$ cat config.mk
export PLATFORM = sky130hd
export DESIGN_NAME = stepper_command_interpreter
export DESIGN_NICKNAME = d
export VERILOG_FILES = /design/src/design/sci_pkg.sv /design/src/design/sci_ram.sv /design/src/design/sci_datapath.sv /design/src/design/sci_ctrl.sv /design/src/design/stepper_command_interpreter.sv
export VERILOG_INCLUDE_DIRS = /design/src /design/src/design
export SDC_FILE = /design/constraint.sdc
export NUM_CORES = 1
export LEC_CHECK = 0
export BUFFER_PORTS_ARGS = -buffer_cell sky130_fd_sc_hd__buf_2
export CORE_MARGIN = 10
export CORE_UTILIZATION = 37
export CTS_CLUSTER_DIAMETER = 50
export DETAILED_ROUTE_END_ITERATION = 8
export PLACE_DENSITY = 0.64
export REMOVE_ABC_BUFFERS = 1
export SYNTH_ARGS = -nofsm -noshare
export SYNTH_HDL_FRONTEND = slang
export SYNTH_SLANG_ARGS = --single-unit
$ cat constraint.sdc
create_clock -name clk -period 3.9 [get_ports clk]
set_input_delay 0.195 -clock clk [delete_from_list [all_inputs] [get_ports clk]]
set_output_delay 0.195 -clock clk [all_outputs]
set_load 0.02 [all_outputs]
$ cat src/design/assert_macros.svh
// assertion helper macros
`ifndef ASSERT_MACROS_SVH
`define ASSERT_MACROS_SVH
// implication check, disabled while in reset
`define ASSERT_IMPL(label, clk, rst_n, pre, post) \
  label: assert property (@(posedge clk) disable iff (!rst_n) (pre) |-> (post)) \
    else $error("assertion failed");
// next-cycle implication check, disabled while in reset
`define ASSERT_NEXT(label, clk, rst_n, pre, post) \
  label: assert property (@(posedge clk) disable iff (!rst_n) (pre) |=> (post)) \
    else $error("assertion failed");
`endif

$ cat src/design/sci_pkg.sv
// ----------------------------------------------------------------------------
// sci_pkg
// shared constants and types of the stepper command interpreter
// ----------------------------------------------------------------------------
package sci_pkg;
  localparam int LINE_BYTES_DEF = 16;
  localparam int COUNT_BITS_DEF = 16;
  localparam int RESET_PERIOD   = 790;

  localparam logic [3:0] OP_NONE  = 4'd0;
  localparam logic [3:0] OP_HELP  = 4'd1;
  localparam logic [3:0] OP_INFO  = 4'd2;
  localparam logic [3:0] OP_START = 4'd3;
  localparam logic [3:0] OP_STOP  = 4'd4;
  localparam logic [3:0] OP_SPEED = 4'd5;
  localparam logic [3:0] OP_DIR   = 4'd6;
  localparam logic [3:0] OP_SIZE  = 4'd7;
  localparam logic [3:0] OP_STEP  = 4'd8;

  localparam logic [7:0] CH_NUL = 8'h00;
  localparam logic [7:0] CH_LF  = 8'h0a;
  localparam logic [7:0] CH_CR  = 8'h0d;

  // controller to datapath
  typedef struct packed {
    logic store_wr;   // write byte at position
    logic pos_clear;  // line ended
    logic scan_clear; // start of line scan
    logic scan_step;  // take one stored char
    logic do_tick;    // tick update
    logic apply;      // commit parsed command
  } sci_cmd_t;

  // datapath to controller
  typedef struct packed {
    logic scan_last;  // last char of line being taken
    logic line_empty;
  } sci_stat_t;

  // character expected at index k of a command name, 0 beyond its end
  function automatic logic [7:0] name_char(input logic [3:0] cmd, input logic [2:0] k);
    logic [39:0] s;
    begin
      case (cmd)
        OP_HELP:  s = {"help", 8'h00};
        OP_INFO:  s = {"info", 8'h00};
        OP_START: s = "start";
        OP_STOP:  s = {"stop", 8'h00};
        OP_SPEED: s = "speed";
        OP_DIR:   s = {"dir", 16'h0};
        OP_SIZE:  s = {"size", 8'h00};
        OP_STEP:  s = {"step", 8'h00};
        default:  s = '0;
      endcase
      case (k)
        3'd0:    name_char = s[39:32];
        3'd1:    name_char = s[31:24];
        3'd2:    name_char = s[23:16];
        3'd3:    name_char = s[15:8];
        3'd4:    name_char = s[7:0];
        default: name_char = 8'h00;
      endcase
    end
  endfunction

  function automatic logic [2:0] name_len(input logic [3:0] cmd);
    begin
      case (cmd)
        OP_START, OP_SPEED: name_len = 3'd5;
        OP_DIR:             name_len = 3'd3;
        OP_NONE:            name_len = 3'd0;
        default:            name_len = 3'd4;
      endcase
    end
  endfunction
endpackage

$ cat src/design/sci_ram.sv
// ----------------------------------------------------------------------------
// sci_ram
// generic simple dual-port ram (one write port, one read port) with registered read
// ----------------------------------------------------------------------------
module sci_ram #(
  parameter int WIDTH = 8,
  parameter int DEPTH = 16
) (
  input  logic                     clk,
  input  logic                     wr_en,
  input  logic [$clog2(DEPTH)-1:0] wr_addr,
  input  logic [WIDTH-1:0]         wr_data,
  input  logic [$clog2(DEPTH)-1:0] rd_addr,
  output logic [WIDTH-1:0]         rd_data
);
  logic [WIDTH-1:0] mem [DEPTH];

  always_ff @(posedge clk) begin
    if (wr_en) begin
      mem[wr_addr] <= wr_data;
    end
    rd_data <= mem[rd_addr];
  end
endmodule

$ cat src/design/sci_datapath.sv
// ----------------------------------------------------------------------------
// sci_datapath
// line store, streaming command matcher, motor settings and tick counter
// ----------------------------------------------------------------------------
module sci_datapath #(
  parameter int LINE_BYTES = sci_pkg::LINE_BYTES_DEF,
  parameter int COUNT_BITS = sci_pkg::COUNT_BITS_DEF
) (
  input  logic                clk,
  input  logic                rst_n,
  input  sci_pkg::sci_cmd_t   cmd,
  output sci_pkg::sci_stat_t  stat,
  input  logic [7:0]          rx_byte,
  output logic [1:0]          step_pulses,
  output logic                direction_ccw,
  output logic                full_step,
  output logic                motor_on,
  output logic [3:0]          command_code,
  output logic                arg_unknown,
  output logic [15:0]         period_now,
  output logic [15:0]         steps_remaining
);
  import sci_pkg::*;

  localparam int AW = $clog2(LINE_BYTES);
  localparam int PW = $clog2(LINE_BYTES + 1);
  localparam int NC = 9; // candidates: ?, help..step

  logic [PW-1:0] pos_r, pos_nxt, len_r, len_nxt, idx_r, idx_nxt;
  logic [AW-1:0] wr_addr, rd_addr;
  logic [7:0]    ch;
  logic          run_r, dir_r, size_r;
  logic [COUNT_BITS-1:0] cnt_r, per_r, tick_r, num_r, num_nxt, tick_inc;
  logic [NC-1:0] live_r, live_nxt;      // bit 0 is '?', bit c is command c
  logic [1:0]    arg_ok_r, arg_ok_nxt;  // argument alternatives still matching
  logic [1:0]    pulses_r;
  logic [3:0]    code_r;
  logic          unk_r;
  logic [3:0]    win;
  logic [PW-1:0] arg_off;
  logic [2:0]    arg_k;
  logic          arg_in;
  logic [COUNT_BITS+3:0] prod;

  // effective write position wraps once full
  assign wr_addr = (pos_r >= PW'(LINE_BYTES)) ? '0 : pos_r[AW-1:0];
  assign rd_addr = idx_nxt[AW-1:0];

  sci_ram #(.WIDTH(8), .DEPTH(LINE_BYTES)) u_store (
    .clk(clk), .wr_en(cmd.store_wr), .wr_addr(wr_addr), .wr_data(rx_byte),
    .rd_addr(rd_addr), .rd_data(ch)
  );

  always_comb begin
    pos_nxt = pos_r;
    len_nxt = len_r;
    if (cmd.store_wr) begin
      pos_nxt = PW'(wr_addr) + 1'b1;
    end else if (cmd.pos_clear) begin
      len_nxt = (pos_r >= PW'(LINE_BYTES)) ? '0 : pos_r;
      pos_nxt = '0;
    end
  end

  // first candidate still live and fully held by the line decides the command
  always_comb begin
    win = OP_NONE;
    for (int c = NC-1; c >= 1; c--) begin
      if (live_r[c] && len_r >= PW'(name_len(4'(c)))) win = 4'(c);
    end
    if (live_r[0] && len_r != '0) win = OP_HELP;
  end

  // char position within argument, relative to winning name
  assign arg_in  = (idx_r >= PW'(name_len(win)));
  assign arg_off = idx_r - PW'(name_len(win));
  assign arg_k   = arg_off[2:0];
  assign prod    = (COUNT_BITS+4)'(num_r) * 4'd10 + (COUNT_BITS+4)'(ch - 8'h30);

  always_comb begin
    live_nxt   = live_r;
    arg_ok_nxt = arg_ok_r;
    num_nxt    = num_r;
    idx_nxt    = idx_r;
    if (cmd.scan_clear) begin
      live_nxt   = '1;
      arg_ok_nxt = 2'b11;
      num_nxt    = '0;
      idx_nxt    = '0;
    end else if (cmd.scan_step) begin
      idx_nxt = idx_r + 1'b1;
      if (idx_r == '0) live_nxt[0] = (ch == "?");
      else live_nxt[0] = live_r[0];
      for (int c = 1; c < NC; c++) begin
        if (idx_r < PW'(name_len(4'(c))) && ch != name_char(4'(c), 3'(idx_r)))
          live_nxt[c] = 1'b0;
      end
      if (arg_in) begin
        if (ch >= "0" && ch <= "9") num_nxt = prod[COUNT_BITS-1:0];
        if (arg_off < PW'(5)) begin
          if (win == OP_DIR && arg_k < 3'd3) begin
            if (ch != ((arg_k == 3'd0) ? 8'h20 : 8'h63)) arg_ok_nxt[1] = 1'b0;
            if (ch != ((arg_k == 3'd0) ? 8'h20 :
                       (arg_k == 3'd1) ? 8'h63 : 8'h77)) arg_ok_nxt[0] = 1'b0;
          end
          if (win == OP_SIZE) begin
            case (arg_k)
              3'd0: if (ch != 8'h20) arg_ok_nxt = 2'b00;
              3'd1: begin
                if (ch != "f") arg_ok_nxt[1] = 1'b0;
                if (ch != "h") arg_ok_nxt[0] = 1'b0;
              end
              3'd2: begin
                if (ch != "u") arg_ok_nxt[1] = 1'b0;
                if (ch != "a") arg_ok_nxt[0] = 1'b0;
              end
              3'd3: if (ch != "l") arg_ok_nxt = 2'b00;
              default: begin
                if (ch != "l") arg_ok_nxt[1] = 1'b0;
                if (ch != "f") arg_ok_nxt[0] = 1'b0;
              end
            endcase
          end
        end
      end
    end
  end

  // the argument must be long enough to hold a full alternative
  logic [2:0] alt_len;
  logic       has_arg, alt_full;
  assign alt_len  = (win == OP_DIR) ? 3'd3 : 3'd5;
  assign has_arg  = len_r > PW'(name_len(win));
  assign alt_full = (len_r - PW'(name_len(win))) >= PW'(alt_len);

  assign tick_inc = tick_r + 1'b1;

  always_ff @(posedge clk) begin
    if (!rst_n) begin
      pos_r    <= '0;
      run_r    <= 1'b0;
      cnt_r    <= '0;
      per_r    <= COUNT_BITS'(RESET_PERIOD);
      tick_r   <= '0;
      dir_r    <= 1'b0;
      size_r   <= 1'b1;
      pulses_r <= '0;
      code_r   <= OP_NONE;
      unk_r    <= 1'b0;
    end else begin
      pos_r <= pos_nxt;
      if (cmd.store_wr || cmd.scan_clear) begin
        pulses_r <= '0;
        code_r   <= OP_NONE;
        unk_r    <= 1'b0;
      end
      if (cmd.do_tick) begin
        code_r <= OP_NONE;
        unk_r  <= 1'b0;
        if (tick_inc == per_r) begin
          tick_r   <= '0;
          pulses_r <= 2'(run_r) + 2'(cnt_r != '0);
          if (cnt_r != '0) cnt_r <= cnt_r - 1'b1;
        end else begin
          tick_r   <= tick_inc;
          pulses_r <= '0;
        end
      end
      if (cmd.apply) begin
        code_r <= win;
        case (win)
          OP_START: run_r <= 1'b1;
          OP_STOP: begin
            run_r <= 1'b0;
            cnt_r <= '0;
          end
          OP_SPEED: if (num_r >= COUNT_BITS'(3)) begin
            per_r  <= num_r;
            tick_r <= '0;
          end
          OP_STEP: if (num_r != '0) begin
            cnt_r <= num_r;
            run_r <= 1'b0;
          end
          OP_DIR: if (has_arg) begin
            if (alt_full && arg_ok_r[1]) dir_r <= 1'b1;
            else if (alt_full && arg_ok_r[0]) dir_r <= 1'b0;
            else unk_r <= 1'b1;
          end
          OP_SIZE: if (has_arg) begin
            if (alt_full && arg_ok_r[1]) size_r <= 1'b1;
            else if (alt_full && arg_ok_r[0]) size_r <= 1'b0;
            else unk_r <= 1'b1;
          end
          default: ;
        endcase
      end
    end
  end

  always_ff @(posedge clk) begin
    len_r    <= len_nxt;
    idx_r    <= idx_nxt;
    live_r   <= live_nxt;
    arg_ok_r <= arg_ok_nxt;
    num_r    <= num_nxt;
  end

  assign stat.scan_last  = (idx_r + 1'b1) >= len_r;
  assign stat.line_empty = (len_r == '0);

  assign step_pulses     = pulses_r;
  assign direction_ccw   = dir_r;
  assign full_step       = size_r;
  assign motor_on        = run_r || (cnt_r != '0);
  assign command_code    = code_r;
  assign arg_unknown     = unk_r;
  assign period_now      = 16'(per_r);
  assign steps_remaining = 16'(cnt_r);
endmodule

$ cat src/design/sci_ctrl.sv
// ----------------------------------------------------------------------------
// sci_ctrl
// sequencer: takes a request, walks the line on a terminator, holds result
// ----------------------------------------------------------------------------
`include "assert_macros.svh"
module sci_ctrl (
  input  logic               clk,
  input  logic               rst_n,
  input  logic               in_valid,
  output logic               in_ready,
  input  logic               in_mode,
  input  logic [7:0]         in_rx_byte,
  output logic               out_valid,
  input  logic               out_ready,
  output logic               line_done,
  output sci_pkg::sci_cmd_t  cmd,
  input  sci_pkg::sci_stat_t stat
);
  import sci_pkg::*;

  localparam logic [2:0] S_IDLE  = 3'd0;
  localparam logic [2:0] S_PRIME = 3'd1;
  localparam logic [2:0] S_SCAN  = 3'd2;
  localparam logic [2:0] S_APPLY = 3'd3;
  localparam logic [2:0] S_OUT   = 3'd4;

  logic [2:0] state_r, state_nxt;
  logic       done_r, done_nxt;
  logic       take, term;

  assign in_ready  = (state_r == S_IDLE);
  assign out_valid = (state_r == S_OUT);
  assign line_done = done_r;
  assign take = in_valid && in_ready;
  assign term = (in_rx_byte == CH_NUL) || (in_rx_byte == CH_LF) || (in_rx_byte == CH_CR);

  always_comb begin
    state_nxt = state_r;
    done_nxt  = done_r;
    cmd       = '0;
    case (state_r)
      S_IDLE: if (take) begin
        done_nxt = 1'b0;
        if (in_mode) begin
          cmd.do_tick = 1'b1;
          state_nxt   = S_OUT;
        end else if (term) begin
          cmd.pos_clear = 1'b1;
          done_nxt      = 1'b1;
          state_nxt     = S_PRIME;
        end else begin
          cmd.store_wr = 1'b1;
          state_nxt    = S_OUT;
        end
      end
      S_PRIME: begin
        // first stored char is read while the scan registers clear
        cmd.scan_clear = 1'b1;
        state_nxt = stat.line_empty ? S_APPLY : S_SCAN;
      end
      S_SCAN: begin
        cmd.scan_step = 1'b1;
        if (stat.scan_last) state_nxt = S_APPLY;
      end
      S_APPLY: begin
        cmd.apply = 1'b1;
        state_nxt = S_OUT;
      end
      S_OUT: if (out_ready) state_nxt = S_IDLE;
      default: state_nxt = S_IDLE;
    endcase
  end

  always_ff @(posedge clk) begin
    if (!rst_n) begin
      state_r <= S_IDLE;
      done_r  <= 1'b0;
    end else begin
      state_r <= state_nxt;
      done_r  <= done_nxt;
    end
  end

  `ASSERT_IMPL(a_ready_idle, clk, rst_n, in_ready, !out_valid)
  `ASSERT_NEXT(a_tick_out, clk, rst_n, take && in_mode, out_valid && !line_done)
  `ASSERT_NEXT(a_term_scan, clk, rst_n, take && !in_mode && term, state_r == S_PRIME)
endmodule

$ cat src/design/stepper_command_interpreter.sv
// ----------------------------------------------------------------------------
// stepper_command_interpreter
// serial command line parser and step-rate generator for a stepper driver
// ----------------------------------------------------------------------------
// One request at a time: a tick or a stored byte has its result valid in the
// cycle after acceptance; a line terminator walks the stored line one
// character per cycle through the line ram read port (a prime state starts the
// read, a scan state takes each character, an apply state commits the command),
// and its result is then held until taken.
// A new request is taken in the cycle after the result is taken.
module stepper_command_interpreter #(
  parameter int LINE_BYTES = sci_pkg::LINE_BYTES_DEF,
  parameter int COUNT_BITS = sci_pkg::COUNT_BITS_DEF
) (
  input  logic        clk,
  input  logic        rst_n,
  input  logic        in_valid,
  output logic        in_ready,
  input  logic        in_mode,
  input  logic [7:0]  in_rx_byte,
  output logic        out_valid,
  input  logic        out_ready,
  output logic [1:0]  out_step_pulses,
  output logic        out_direction_ccw,
  output logic        out_full_step,
  output logic        out_motor_on,
  output logic        out_line_done,
  output logic [3:0]  out_command_code,
  output logic        out_arg_unknown,
  output logic [15:0] out_period_now,
  output logic [15:0] out_steps_remaining
);
  import sci_pkg::*;

  sci_cmd_t  cmd;
  sci_stat_t stat;

  sci_ctrl u_ctrl (
    .clk(clk), .rst_n(rst_n), .in_valid(in_valid), .in_ready(in_ready),
    .in_mode(in_mode), .in_rx_byte(in_rx_byte), .out_valid(out_valid),
    .out_ready(out_ready), .line_done(out_line_done), .cmd(cmd), .stat(stat)
  );

  sci_datapath #(.LINE_BYTES(LINE_BYTES), .COUNT_BITS(COUNT_BITS)) u_dp (
    .clk(clk), .rst_n(rst_n), .cmd(cmd), .stat(stat), .rx_byte(in_rx_byte),
    .step_pulses(out_step_pulses), .direction_ccw(out_direction_ccw),
    .full_step(out_full_step), .motor_on(out_motor_on),
    .command_code(out_command_code), .arg_unknown(out_arg_unknown),
    .period_now(out_period_now), .steps_remaining(out_steps_remaining)
  );
endmodule

==> run metrics <==
clock buffer depth=3; fin util=43.89%; Reg clk slew, reported paths=0.06 ns; initial antenna violation count=1; Layout Nets=1680; Slew HR=39.44%; DRC=0; Commonest cells post-synth=nand2_1, edfxtp_1, nor2_1; FP Rows=70; RSZ-0062 raised after global routing=yes; Die Wd=213.5 um; layout cells sized above 1=14.50%; Leak=0.006483 uW; Post-Syn Area=0.01385 mm2; Synth top area share=28.83%; Worst EP arrival=4.30 ns; final hold violation count=0; Synth cell types=90; global route overflow=0; status=finished, final reports clean; wire per inst=18.18 um; routed vias=11.64k; main flop type after synthesis=edfxtp_1; crit path time final=3.788 ns; Avg Vias per Cell=5.574; reg2reg start=u_dp.len_r[3]; Tcrit/Tclk final=97.13%; Hold/Removal Path Class=input port to flop; Inst Count DP=2019; Final GP Congestion=0.8813; crit end category=flop; Initial Utilization=37.66%; Mapped Cells=1513; hold path endpoint=u_dp.u_store.mem[5][1]; Initial DRC Count=927; CTS H-tree lvls=1; Hold Path Depth=1; VDD IR-drop max=0.3488 mV; Final Max Tran Viols=0; Core Region=0.03679 mm2; Initial DRT Pass Iterations=5; Clock Skews=0.01258 ns; largest net degree at the start of global routing=65; Num CTS Buffers=31; number of synthesized flops with an enable pin=133; filler instances=3565; Worst Setup Start Kind=flop; worst reg2reg setup slack=0.11 ns; Area Overhead vs Synth=16.55%; pwr/cell area=428.8 mW/mm2; ranking of synthesized cells by area=edfxtp_1, dfxtp_1, ha_1; max-cap violations=0; final setup violation count=0; first-pass GRT wire length=59680 um; TNS Setup=0 ns; synth warn=0; ANT nets after route=0; worst skew pair latency=0.57 ns; fmax=264.0 MHz; vias in the first global route=11.11k; #FFs+latches synth=240; Non-Filler Instances=2089; Total GRT Usage=16.12%; TritonCTS clock tree=built; Hold Crit Start=in_rx_byte[1]; Root Buffer=clkbuf_16; Die Y=213.5 um; clock sinks=240; die area=0.04558 mm2; count leader, synth=nand2_1; Syn Area/Cell=9.156 um2; Slew @ Worst Pin=0.9050 ns; Post-synth ARST share=0%; WL final=37970 um; sequential area share after synthesis=44.29%; worst-case reg-to-reg path depth=14; post-DP HPWL=26370 um; R2R Path End=u_dp.arg_ok_r[0]; cell taking the most area after synthesis=edfxtp_1; ANT cells=0; worst path required time=4.41 ns; type of the worst setup path=flop to flop; # IOs=58; worst hold margin=0.04394 ns; # port buffers=57; worst-path fanout max=5
-- sequential cells by signal, summed over array words and instances (netlist names), 3 cells and up --
name and flops:
u_dp.pos_r 5, u_dp.period_now 16, u_dp.command_code 4, u_dp.tick_r 16
u_dp.u_store.rd_data 8, u_dp.u_store.mem 128, u_dp.steps_remaining 16, u_dp.num_r 16
u_ctrl.state_r 3, u_dp.live_r 9, u_dp.idx_r 5, u_dp.len_r 5
-- cells by family after synthesis --
group | after synthesis | share of synthesized area [%]
multiplexers | 31 | 2.258
other | 1 | 0.02707
adder cells (fa/ha/maj) | 70 | 6.539
flip-flops | 240 | 44.29
buffers and inverters | 140 | 4.046
AND/OR/NAND/NOR | 656 | 23.65
XOR/XNOR | 67 | 4.236
AO/OA/AOI/OAI | 308 | 14.96
-- worst max-delay path by stage --
stage | from | endpoint | slack [ns] | cells after the start
floorplan | u_ctrl.state_r[0] | u_dp.u_store.rd_data[0] | -3.06 | 9
global placement | u_dp.len_r[3] | u_dp.full_step | 0.01 | 17
detailed placement | u_dp.len_r[3] | u_dp.arg_ok_r[0] | -0.13 | 16
CTS | u_dp.len_r[3] | u_dp.arg_ok_r[0] | 0.007 | 15
global route | u_dp.len_r[3] | u_dp.full_step | -0.08 | 17
finish | u_dp.len_r[3] | u_dp.arg_ok_r[0] | 0.11 | 14
-- per-stage QoR --
| stage | area, um2 | setup WS [ns] | total power [uW] |
|---|---|---|---|
| after floorplan | 13510 | -3.060 | 3667 |
| after global placement | 14920 | 0.01388 | 4067 |
| after detailed placement | 14920 | -0.1325 | 4094 |
| after CTS | 15960 | 0.006573 | 6904 |
| after global routing | 16150 | -0.07541 | 7240 |
| final | 16150 | 0.1118 | 6923 |
-- layout make-up --
| cell class | instances | area [um2] | area share (%) |
|---|---|---|---|
| Clock buffer | 40 | 819.5 | 5.076 |
| Timing Repair Buffer | 133 | 898.4 | 5.564 |
| Sequential cell | 240 | 6136 | 38.00 |
| Clock inverter | 17 | 190.2 | 1.178 |
| Tap cell | 468 | 585.6 | 3.627 |
| Inverter | 58 | 219.0 | 1.356 |
| Multi-Input combinational cell | 1133 | 7297 | 45.20 |
-- power by group --
group / switching (uW) / internal, uW / leakage (uW)
sequential: 117 / 2730 / 0.00207
combinational: 780 / 503 / 0.00392
clock: 1150 / 1650 / 0.000492
-- timing repair --
item / in CTS / in global routing
setup endpoints to repair: 4 / 9
buffers inserted: 0 / 11
hold endpoints to repair: 2 / 0
pin swaps: 0 / 19
gates resized for setup: 4 / 33
hold buffers: 2 / 0
-- critical path, cell delays in order (launching register included) --
cell and delay [ns]:
edfxtp_1 0.46, buf_4 0.18, a2111o_1 0.41, o2bb2ai_1 0.14
o221ai_1 0.34, xnor2_2 0.18, o21ai_4 0.08, ha_2 0.19
fa_2 0.57, nand3_1 0.10, or4_4 0.43, a21boi_2 0.18
o211ai_1 0.11, a32oi_1 0.21, o22a_1 0.16
-- metal layers --
layer	track usage (%)	vias to the layer above	wire length, um	part of all wire [%]
met5	0	-	15	0.040
met4	4.767	2	986	2.6
met3	2.453	80	2061	5.4
met2	27.70	347	18270	48
met1	20.52	5539	16630	44
li1	-	5676	-	-
-- layout by cell type (no fill, tap or decap), drive strengths merged, types with 8 or more instances in the layout --
cell type    n
a21o        11
a21oi       76
a221oi      10
a311oi      26
a31oi       23
and2        32
and3        26
and4        16
buf        131
clkbuf      40
clkinv       8
dfxtp      107
edfxtp     133
ha          66
inv         64
mux2i       29
nand2      216
nand2b      11
nand3       73
nand4       15
nor2       130
nor2b       22
nor3        51
nor3b        9
nor4        22
o21ai       76
or3         12
xnor2       47
xor2        20
No activity file was read; power rests on OpenSTA's default activity.
